==> src/rtl/dkt_pkg.sv <==
// Shared types and character constants for the deck keyword tokenizer.
`timescale 1ns / 1ps
`default_nettype none

package dkt_pkg;

	typedef enum logic [2:0] {
		MODE_BETWEEN = 3'd0,
		MODE_BARE    = 3'd1,
		MODE_QUOTED  = 3'd2,
		MODE_SKIP    = 3'd3
	} scan_mode_t;

	typedef enum logic [1:0] {
		EV_CHAR  = 2'd0,
		EV_END   = 2'd1,
		EV_SLASH = 2'd2
	} event_t;

	typedef enum logic {
		KIND_BYTE = 1'b0,
		KIND_EOI  = 1'b1
	} kind_t;

	localparam int unsigned MaxResults = 3;

	localparam logic [7:0] CH_SLASH  = 8'h2F;
	localparam logic [7:0] CH_DASH   = 8'h2D;
	localparam logic [7:0] CH_DQUOTE = 8'h22;
	localparam logic [7:0] CH_SQUOTE = 8'h27;
	localparam logic [7:0] CH_LF     = 8'h0A;
	localparam logic [7:0] CH_CR     = 8'h0D;
	localparam logic [7:0] CH_TAB    = 8'h09;
	localparam logic [7:0] CH_SPACE  = 8'h20;

	typedef struct packed {
		event_t     ev;
		logic [7:0] ch;
		logic       quoted;
	} result_t;

	typedef struct packed {
		scan_mode_t mode;
		logic       dash_held;
		logic       quote_is_double;
	} scan_state_t;

	typedef struct packed {
		logic [1:0]            count;
		result_t [MaxResults-1:0] res;
		scan_state_t           nxt;
	} step_out_t;

	function automatic result_t mk_result(event_t ev, logic [7:0] ch, logic quoted);
		result_t r;
		r.ev = ev;
		r.ch = ch;
		r.quoted = quoted;
		return r;
	endfunction

	function automatic logic is_blank(logic [7:0] b);
		return (b == CH_SPACE) || ((b >= CH_TAB) && (b <= CH_CR));
	endfunction

endpackage

`default_nettype wire

==> src/rtl/dkt_if.sv <==
// Valid/ready channel interfaces for input bytes and output token events.
`timescale 1ns / 1ps
`default_nettype none

interface dkt_in_if;
	logic       valid;
	logic       ready;
	logic       kind;
	logic [7:0] byte_value;

	modport source(output valid, output kind, output byte_value, input ready);
	modport sink(input valid, input kind, input byte_value, output ready);
endinterface

interface dkt_out_if;
	logic       valid;
	logic       ready;
	logic [1:0] event_res;
	logic [7:0] char_value;
	logic       in_quotes;
	logic       last_of_run;

	modport source(output valid, output event_res, output char_value, output in_quotes,
		output last_of_run, input ready);
	modport sink(input valid, input event_res, input char_value, input in_quotes,
		input last_of_run, output ready);
endinterface

`default_nettype wire

==> src/rtl/dkt_step.sv <==
// Combinational tokenizer step: next scan state and the events one input byte causes.
`timescale 1ns / 1ps
`default_nettype none

module dkt_step (
	input  wire logic                 kind,
	input  wire logic [7:0]           byte_value,
	input  wire dkt_pkg::scan_state_t cur,
	output dkt_pkg::step_out_t        step
);

	always_comb begin
		logic [1:0]           n;
		logic                 do_bare;
		dkt_pkg::scan_state_t nxt;
		dkt_pkg::scan_mode_t  mode;
		logic                 closer_hit;

		n = 2'd0;
		do_bare = 1'b0;
		step.res = '0;
		mode = (cur.mode == dkt_pkg::MODE_BARE || cur.mode == dkt_pkg::MODE_QUOTED ||
			cur.mode == dkt_pkg::MODE_SKIP) ? cur.mode : dkt_pkg::MODE_BETWEEN;
		nxt = cur;
		nxt.mode = mode;
		closer_hit = cur.quote_is_double ? (byte_value == dkt_pkg::CH_DQUOTE)
			: (byte_value == dkt_pkg::CH_SQUOTE);

		if (kind == dkt_pkg::KIND_EOI) begin
			if (cur.dash_held) begin
				step.res[n] = dkt_pkg::mk_result(dkt_pkg::EV_CHAR, dkt_pkg::CH_DASH, 1'b0);
				n = n + 2'd1;
				step.res[n] = dkt_pkg::mk_result(dkt_pkg::EV_END, 8'd0, 1'b0);
				n = n + 2'd1;
			end else if (mode == dkt_pkg::MODE_BARE) begin
				step.res[n] = dkt_pkg::mk_result(dkt_pkg::EV_END, 8'd0, 1'b0);
				n = n + 2'd1;
			end else if (mode == dkt_pkg::MODE_QUOTED) begin
				step.res[n] = dkt_pkg::mk_result(dkt_pkg::EV_END, 8'd0, 1'b1);
				n = n + 2'd1;
			end
			nxt.mode = dkt_pkg::MODE_BETWEEN;
			nxt.dash_held = 1'b0;
			nxt.quote_is_double = 1'b0;
		end else if (cur.dash_held) begin
			nxt.dash_held = 1'b0;
			if (byte_value == dkt_pkg::CH_DASH) begin
				if (mode == dkt_pkg::MODE_BARE) begin
					step.res[n] = dkt_pkg::mk_result(dkt_pkg::EV_END, 8'd0, 1'b0);
					n = n + 2'd1;
				end
				nxt.mode = dkt_pkg::MODE_SKIP;
			end else begin
				step.res[n] = dkt_pkg::mk_result(dkt_pkg::EV_CHAR, dkt_pkg::CH_DASH, 1'b0);
				n = n + 2'd1;
				nxt.mode = dkt_pkg::MODE_BARE;
				do_bare = 1'b1;
			end
		end else begin
			unique case (mode)
				dkt_pkg::MODE_BARE: begin
					do_bare = 1'b1;
				end
				dkt_pkg::MODE_QUOTED: begin
					if (closer_hit) begin
						step.res[n] = dkt_pkg::mk_result(dkt_pkg::EV_END, 8'd0, 1'b1);
						n = n + 2'd1;
						nxt.mode = dkt_pkg::MODE_BETWEEN;
					end else begin
						step.res[n] = dkt_pkg::mk_result(dkt_pkg::EV_CHAR, byte_value, 1'b1);
						n = n + 2'd1;
					end
				end
				dkt_pkg::MODE_SKIP: begin
					if (byte_value == dkt_pkg::CH_LF || byte_value == dkt_pkg::CH_CR) begin
						nxt.mode = dkt_pkg::MODE_BETWEEN;
					end
				end
				default: begin
					if (dkt_pkg::is_blank(byte_value)) begin
						nxt.mode = dkt_pkg::MODE_BETWEEN;
					end else if (byte_value == dkt_pkg::CH_DASH) begin
						nxt.dash_held = 1'b1;
					end else if (byte_value == dkt_pkg::CH_SLASH) begin
						step.res[n] = dkt_pkg::mk_result(dkt_pkg::EV_SLASH, 8'd0, 1'b0);
						n = n + 2'd1;
						nxt.mode = dkt_pkg::MODE_SKIP;
					end else if (byte_value == dkt_pkg::CH_SQUOTE ||
						byte_value == dkt_pkg::CH_DQUOTE) begin
						nxt.quote_is_double = (byte_value == dkt_pkg::CH_DQUOTE);
						nxt.mode = dkt_pkg::MODE_QUOTED;
					end else begin
						step.res[n] = dkt_pkg::mk_result(dkt_pkg::EV_CHAR, byte_value, 1'b0);
						n = n + 2'd1;
						nxt.mode = dkt_pkg::MODE_BARE;
					end
				end
			endcase
		end

		// A byte seen inside an open bare token, also right after a released dash.
		if (do_bare) begin
			if (dkt_pkg::is_blank(byte_value)) begin
				step.res[n] = dkt_pkg::mk_result(dkt_pkg::EV_END, 8'd0, 1'b0);
				n = n + 2'd1;
				nxt.mode = dkt_pkg::MODE_BETWEEN;
			end else if (byte_value == dkt_pkg::CH_SLASH) begin
				step.res[n] = dkt_pkg::mk_result(dkt_pkg::EV_END, 8'd0, 1'b0);
				n = n + 2'd1;
				step.res[n] = dkt_pkg::mk_result(dkt_pkg::EV_SLASH, 8'd0, 1'b0);
				n = n + 2'd1;
				nxt.mode = dkt_pkg::MODE_SKIP;
			end else if (byte_value == dkt_pkg::CH_DASH) begin
				nxt.dash_held = 1'b1;
			end else begin
				step.res[n] = dkt_pkg::mk_result(dkt_pkg::EV_CHAR, byte_value, 1'b0);
				n = n + 2'd1;
			end
		end

		step.count = n;
		step.nxt = nxt;
	end

endmodule

`default_nettype wire

==> src/rtl/deck_keyword_tokenizer_core.sv <==
// Top level of the deck keyword tokenizer: scan state, result register and drain.
//
//  Channel  Dir  Payload                                         Transaction
//  text     in   kind, byte_value                                one input byte or end of input
//  tokens   out  event_res, char_value, in_quotes, last_of_run   one token event
//
// A byte is decoded in the cycle it is taken and its events land in the result register.
// Bytes causing zero or one event sustain one transaction per cycle on both sides while tokens is not stalled.
// A byte causing more than one event holds the result register until its last event leaves, and input waits.
// The input is taken in the same cycle the last buffered event leaves; a stall on tokens holds the input.
// Reset clears the scan state and empties the result register.
`timescale 1ns / 1ps
`default_nettype none

module deck_keyword_tokenizer_core (
	input  wire logic clk,
	input  wire logic arst_n,
	dkt_in_if.sink    text,
	dkt_out_if.source tokens
);

	dkt_pkg::scan_state_t state_q;
	dkt_pkg::step_out_t   step;

	dkt_pkg::result_t [dkt_pkg::MaxResults-1:0] res_s1;
	logic [1:0] cnt_s1;
	logic       valid_s1;
	logic [1:0] idx_q;

	logic in_fire;
	logic out_fire;
	logic at_last;

	dkt_step u_step (
		.kind       (text.kind),
		.byte_value (text.byte_value),
		.cur        (state_q),
		.step       (step)
	);

	assign at_last  = (idx_q == cnt_s1 - 2'd1);
	assign out_fire = valid_s1 && tokens.ready;
	assign text.ready = !valid_s1 || (tokens.ready && at_last);
	assign in_fire = text.valid && text.ready;

	always_ff @(posedge clk or negedge arst_n) begin
		if (!arst_n) begin
			state_q.mode <= dkt_pkg::MODE_BETWEEN;
			state_q.dash_held <= 1'b0;
			state_q.quote_is_double <= 1'b0;
		end else if (in_fire) begin
			state_q <= step.nxt;
		end
	end

	always_ff @(posedge clk or negedge arst_n) begin
		if (!arst_n) begin
			valid_s1 <= 1'b0;
			idx_q <= 2'd0;
		end else if (in_fire && step.count != 2'd0) begin
			valid_s1 <= 1'b1;
			idx_q <= 2'd0;
		end else if (out_fire && at_last) begin
			valid_s1 <= 1'b0;
			idx_q <= 2'd0;
		end else if (out_fire) begin
			idx_q <= idx_q + 2'd1;
		end
	end

	always_ff @(posedge clk) begin
		if (in_fire && step.count != 2'd0) begin
			res_s1 <= step.res;
			cnt_s1 <= step.count;
		end
	end

	assign tokens.valid       = valid_s1;
	assign tokens.event_res   = res_s1[idx_q].ev;
	assign tokens.char_value  = res_s1[idx_q].ch;
	assign tokens.in_quotes   = res_s1[idx_q].quoted;
	assign tokens.last_of_run = at_last;

	a_idx_in_range: assert property (@(posedge clk) disable iff (!arst_n)
		valid_s1 |-> (cnt_s1 != 2'd0) && (idx_q < cnt_s1))
		else $error("result index beyond the buffered event count");

	a_ready_when_empty: assert property (@(posedge clk) disable iff (!arst_n)
		!valid_s1 |-> text.ready)
		else $error("input blocked while the result register is empty");

	a_eoi_clears: assert property (@(posedge clk) disable iff (!arst_n)
		(in_fire && text.kind == dkt_pkg::KIND_EOI) |=>
		(state_q.mode == dkt_pkg::MODE_BETWEEN) && !state_q.dash_held)
		else $error("scan state not cleared after end of input");

	a_stall_holds_index: assert property (@(posedge clk) disable iff (!arst_n)
		(valid_s1 && !tokens.ready) |=> $stable(idx_q) && valid_s1)
		else $error("buffered event moved while output stalled");

	a_dash_not_quoted: assert property (@(posedge clk) disable iff (!arst_n)
		state_q.dash_held |-> state_q.mode != dkt_pkg::MODE_QUOTED &&
		state_q.mode != dkt_pkg::MODE_SKIP)
		else $error("dash lookahead held inside a literal or skipped line");

endmodule

`default_nettype wire
==> src/flat_wrapper.sv <==
// flat-port wrapper written by rule: the top's interface ports become plain ports
module deck_keyword_tokenizer_core_flat 
  (clk, arst_n, text_valid, text_kind, text_byte_value, text_ready, tokens_valid, tokens_event_res, tokens_char_value, tokens_in_quotes, tokens_last_of_run, tokens_ready);
  dkt_in_if text_i ();
  dkt_out_if tokens_i ();
  input  wire logic clk;
  input  wire logic arst_n;
  input wire logic [$bits(text_i.valid)-1:0] text_valid;
  input wire logic [$bits(text_i.kind)-1:0] text_kind;
  input wire logic [$bits(text_i.byte_value)-1:0] text_byte_value;
  output wire logic [$bits(text_i.ready)-1:0] text_ready;
  output wire logic [$bits(tokens_i.valid)-1:0] tokens_valid;
  output wire logic [$bits(tokens_i.event_res)-1:0] tokens_event_res;
  output wire logic [$bits(tokens_i.char_value)-1:0] tokens_char_value;
  output wire logic [$bits(tokens_i.in_quotes)-1:0] tokens_in_quotes;
  output wire logic [$bits(tokens_i.last_of_run)-1:0] tokens_last_of_run;
  input wire logic [$bits(tokens_i.ready)-1:0] tokens_ready;
  assign text_i.valid = text_valid;
  assign text_i.kind = text_kind;
  assign text_i.byte_value = text_byte_value;
  assign text_ready = text_i.ready;
  assign tokens_valid = tokens_i.valid;
  assign tokens_event_res = tokens_i.event_res;
  assign tokens_char_value = tokens_i.char_value;
  assign tokens_in_quotes = tokens_i.in_quotes;
  assign tokens_last_of_run = tokens_i.last_of_run;
  assign tokens_i.ready = tokens_ready;
  deck_keyword_tokenizer_core u_core (.clk(clk), .arst_n(arst_n), .text(text_i), .tokens(tokens_i));
endmodule
==> config.mk <==
export PLATFORM = sky130hd
export DESIGN_NAME = deck_keyword_tokenizer_core_flat
export DESIGN_NICKNAME = d
export VERILOG_FILES = /design/src/rtl/dkt_pkg.sv /design/src/rtl/dkt_if.sv /design/src/rtl/dkt_step.sv /design/src/rtl/deck_keyword_tokenizer_core.sv /design/src/flat_wrapper.sv
export SDC_FILE = /design/constraint.sdc
export NUM_CORES = 1
export LEC_CHECK = 0
export BUFFER_PORTS_ARGS = -buffer_cell sky130_fd_sc_hd__clkbuf_2
export CORE_MARGIN = 3
export CORE_UTILIZATION = 53
export CTS_CLUSTER_SIZE = 8
export DETAILED_ROUTE_END_ITERATION = 8
export PLACE_DENSITY = 0.76
export SETUP_SLACK_MARGIN = 0.3
export SYNTH_ARGS = -nofsm -noshare
export SYNTH_HDL_FRONTEND = slang
export SYNTH_SLANG_ARGS = --single-unit
==> constraint.sdc <==
create_clock -name clk -period 4.1 [get_ports clk]
set_input_delay 0.82 -clock clk [delete_from_list [all_inputs] [get_ports clk]]
set_output_delay 0.82 -clock clk [all_outputs]
set_load 0.005 [all_outputs]
Word-level counts from Yosys, hierarchy flattened
Index checks and enable logic that the tools add are counted.
{"block": "totals", "input_bits": 13, "reg_bits": 43, "wordCells": 149, "output_inout_bits": 14}
{"block": "classes", "n_reduce_logical": 22, "n_addsub": 4, "n_lt_le_gt_ge": 7, "n_bitwise": 6, "n_eq_ne": 19, "muxes": 76}
{"op": "two-way mux 11 bit", "count": 10}
{"op": "two-way mux 33 bit", "count": 3}
{"op": "two-way mux 10 bit", "count": 6}
{"op": "NOT 30 bit", "count": 2}
{"op": "demux 11 bit (select 2 bit)", "count": 2}
{"op": "== test 8 x 6 -> 1 bit, second input constant", "count": 5}
{"op": "bitwise mux 33 bit", "count": 1}
{"op": "bitwise AND 20 x 30 -> 30 bit", "count": 1}
{"op": "bitwise AND 30 bit", "count": 1}
{"op": "two-way mux 2 bit", "count": 15}
{"op": "two-way mux 3 bit", "count": 8}
{"op": "binary-select mux 11 bit (select 2 bit)", "count": 1}
{"op": "two-way mux 1 bit", "count": 22}
{"op": "two-way mux 22 bit", "count": 1}
{"op": "one-hot mux 11 bit (2 select lines)", "count": 1}
{"op": "== test 8 x 4 -> 1 bit, second input constant", "count": 2}
{"op": "== test 3 x 2 -> 1 bit, second input constant", "count": 4}
{"op": "less-than comparator 2 x 3 -> 1 bit, second input constant", "count": 3}
{"op": "two-way mux 9 bit", "count": 1}
{"op": "one-hot mux 3 bit (3 select lines)", "count": 1}
{"op": "greater-or-equal comparator 8 x 4 -> 1 bit, second input constant", "count": 1}
{"op": "<= comparator 8 x 4 -> 1 bit, second input constant", "count": 1}
{"op": "logical AND 1 bit", "count": 8}
{"op": "two-way mux 4 bit", "count": 2}
{"op": "18 further kinds", "count": 32}

Depth between registers and ports, before layout
{"block": "logic_depth", "ltp_word": 19, "mapped_depth": 13, "depth_no_buf": 11}

Hierarchy
Synthesis repeated with hierarchy kept, for this count alone.
{"block": "unflattened", "hier_cells": 269, "hier_area_um2": 2723.9}
{"module": "deck_keyword_tokenizer_core", "area_per_inst_um2": 1695.4, "instances": 1, "seq_area_each_um2": 1251.2, "cells_each": 108}
{"module": "dkt_step", "area_per_inst_um2": 1028.5, "instances": 1, "seq_area_each_um2": 0.0, "cells_each": 161}

Worst setup path before layout
OpenSTA, ideal clock, no wires.
{"block": "synth_timing", "path_kind": "in2reg", "start": "in text_byte_value[2]", "end": "reg u_core.cnt_s1[0], enable pin", "required_time_ps": 3674, "setup_time_ps": 426, "path_stages": 12, "path_buffers": 2, "setup_slack_ps": -559, "arrival_time_ps": 4233, "path_cell_list": "buf_2 -> buf_2 -> xor2_1 -> nor3_1 -> a311oi_1 -> o22ai_1 -> a22oi_1 -> ha_1 -> o21ai_0 -> a31o_2 -> a211oi_1 -> nor2_1"}
{"element": "from (decl)", "line_no": "flat_wrapper.sv:10", "text": "input wire logic [$bits(text_i.byte_value)-1:0] text_byte_value;"}
{"element": "to (signal assigned)", "line_no": "deck_keyword_tokenizer_core.sv:74", "text": "cnt_s1 <= step.count;"}
{"element": "to (decl)", "line_no": "deck_keyword_tokenizer_core.sv:26", "text": "logic [1:0] cnt_s1;"}

==> results.md <==
- CTS resizes: 0
- Slew Viols, Final: 0
- Fill cell count: 395
- Peak VDD IR: between 0.2 and 0.3 mV
- Final instance area: 2960 µm²
- Yosys warnings: 0
- Crit-path leading delay family: compound AO/OA/AOI/OAI gates
- Final ANT Viol Nets: 0
- # H-tree levels: 2
- Setup TNS: 0 ns
- Share of cells above drive strength 1: 0.204
- Clk Tree Root Cell: clkbuf_8
- Headroom to the max-slew limit: 0.469
- Routed via count: 2059
- Final setup violation count: 0
- Setup bufs post-CTS: 0
- Synth top area cells: edfxtp_1 38%, dfrtp_1 7.7%, mux2i_1 5.4%
- CP max FO: 18
- Max cap viols: 0
- Area after DPL: 2860 µm²
- Synth cell types: 61
- Setup WS pre-CTS: between 0.2 and 0.25 ns
- Post-route setup slack: 0.656 ns
- N_diodes: 0
- Period utilization: 0.840
- Post-synth design cell area: approximately 2600 µm²
- DPL Wire Length: ~4000 µm
- Clock latency at the later pin of the worst-skew pair: 0.29 ns
- Setup Crit Path Kind: input pin to flop
- DR iter-0 viols: around 130
- Aggregate routed wire length: between 5000 and 6000 µm
- # port buffers: 26
- Clock buffer depth: 2
- Status: complete, no violations
- IO Pins: 27
- CP Launch Point: text_byte_value[4]
- Post-synthesis sequential area ratio: 0.456
- Area leader, netlist: edfxtp_1
- # DRC: 0
- Crit-path max cell delay: about 0.51 ns
- Core footprint: between 4000 and 5000 µm²
- Largest net degree at the start of global routing: 36
- Critical Path Sink Type: flop
- TritonCTS Buffers: 5
- Worst Skew: 0.00213 ns
- Vias in the first global route: between 1500 and 2000
- GRT Total Usage: 0.191
- Leak: 0.00115 µW
- Starting Density: 0.572
- Top FF cell, synth: edfxtp_1
- Unrepaired setup endpoints after global routing: no
- Fin. Hold Viols: 0
- Most frequent cells in the layout: 33 x edfxtp_1, 26 x clkbuf_2, 21 x o21ai_0
- CTS tree: built
- Reg2reg start: u_core.state_q[2]$_DFFE_PN0P_
- Total die area: between 5000 and 6000 µm²
- Post-Syn Instances: around 260
- Bufs and invs on worst path: 1
- Vias/cell: 5.66
- Peak Freq: roughly 290 MHz
- Number of core rows: 24
- Drt wl/cell: 15.3 µm
- Worst slew pin tran: 0.795 ns
- Worst endpoint data arrival time: ~3.4 ns
- Synth top area share: 0.379
- Fin nets: 316
- Post-synth EDFFs: 33
- Syn_area_per_cell: 9.93 µm²
- Syn-to-layout area delta: 13.2%
- CP cell instances: clkbuf_2, or3_1, nor3_1, a311oi_1, o22ai_1, a22oi_1, ha_1, o21ai_0, a31o_2, a211oi_2, nor2_4
- Final min period: between 3 and 4 ns
- Clock Sinks: just over 40
- Worst Path Required: 4.10 ns
- CP startpoint kind: input pin
- First-pass GRT wire length: between 9000 and 10000 µm
- Chip width: ~76 µm
- Drt pass-1 iters: 4
- Die Span Y: 76.2 µm
- Pwr Density: around 520 nW/µm²
- FF+latch count, synth: 41
- CTS Hold Buffers Added: 0
- Final global-route overflow total: 0
- CP max-delay cell: or3_1
- Asr flop ratio synth: 0.195
- Worst Hold Class: input pin to asynchronous set/reset pin
- Clock Pin Slew Worst Setup and Hold Paths: 0.07 ns
- Placer Congestion: slightly above 0.9
- Initial antenna violation count: 0
- Most common cell after layout, fill and taps aside: edfxtp_1
-- synthesized netlist by cell type (6+ instances only) --
master    instances
edfxtp_1         33
o21ai_0          21
nand2_1          20
mux2i_1          14
nor2_1           14
a21oi_1          12
and2_1           12
nor3_1           11
nor2b_1           9
clkbuf_1          8
dfrtp_1           8
buf_2             7
nand2b_1          7
inv_1             6
nand3_1           6
-- flip-flops by register name, indices dropped and copies added, names as in the netlist --
signal / cells
u_core.idx_q: 2
u_core.state_q: 5
u_core.tokens.valid: 1
u_core.cnt_s1: 2
u_core.res_s1: 31
-- worst reg2reg max path: cells and delay by family (launching register included) --
kind | cells | cell delay, ns
DFF | 1 | 0.47
and+or+nand+nor | 1 | 0.46
AOI/OAI and AO/OA | 7 | 1.42
adders and majority gates | 1 | 0.26
-- cell type report --
class                   count  area (µm²)  area share
clock buffers               6        72.6      0.0245
clock inverters             2        10.0     0.00338
inverters                   6        22.5     0.00761
multi-input cells         207        1370       0.462
flip-flops and latches     41        1190       0.403
well taps                  65        81.3      0.0275
repair buffers             37         213      0.0719
-- metrics by stage --
step | hold WS (ns) | total power [µW] | instances | utilization
floorplan | 0.493 | 1090 | 271 | -
global placement | 0.540 | 1280 | 355 | 0.626
detailed placement | 0.536 | 1290 | 355 | 0.626
CTS | 0.370 | 1530 | 363 | 0.644
global route | 0.368 | 1660 | 364 | 0.648
finish | 0.375 | 1550 | 364 | 0.648
-- routing by layer --
metal / GRT usage / vias up / routed length [µm]
met2: 0.303 / 51 / 2670
li1: - / 1036 / -
met4: 0.0616 / 0 / 89
met5: 0 / - / 0
met1: 0.267 / 965 / 2540
met3: 0.0319 / 7 / 263
-- path summary, 6_finish.rpt --
kind | end | depth (start not counted) | slack (ns)
min reg2reg | u_core.state_q[0]$_DFFE_PN0P_ | 1 | 0.55
min | u_core.state_q[4]$_DFFE_PN0P_ | 1 | 0.38
min in group clk | u_core.state_q[0]$_DFFE_PN0P_ | 1 | 0.55
max | u_core.res_s1[6]$_DFFE_PP_ | 11 | 0.66
max reg2reg | u_core.res_s1[6]$_DFFE_PP_ | 9 | 1.12
max in group asynchronous | u_core.tokens.valid$_DFFE_PN0P_ | 1 | 3.54
-- power by group --
group	switching (µW)	internal, µW	leakage (µW)
logic	362	296	0.000698
registers	81.8	562	0.000407
clock network	128	118	0.0000450
-- cells by family (layout without fill, tap and decap cells) --
group / after synthesis / count (layout) / synth area share
xor+xnor: 2 / 2 / 0.00958
fa+ha+maj: 5 / 5 / 0.0239
compound gates: 72 / 72 / 0.185
buf+inv: 24 / 51 / 0.0412
other cells: 1 / 9 / 0.00144
flops: 41 / 41 / 0.456
simple gates: 103 / 104 / 0.221
mux: 15 / 15 / 0.0623
Power figures use the tool's default switching activity.
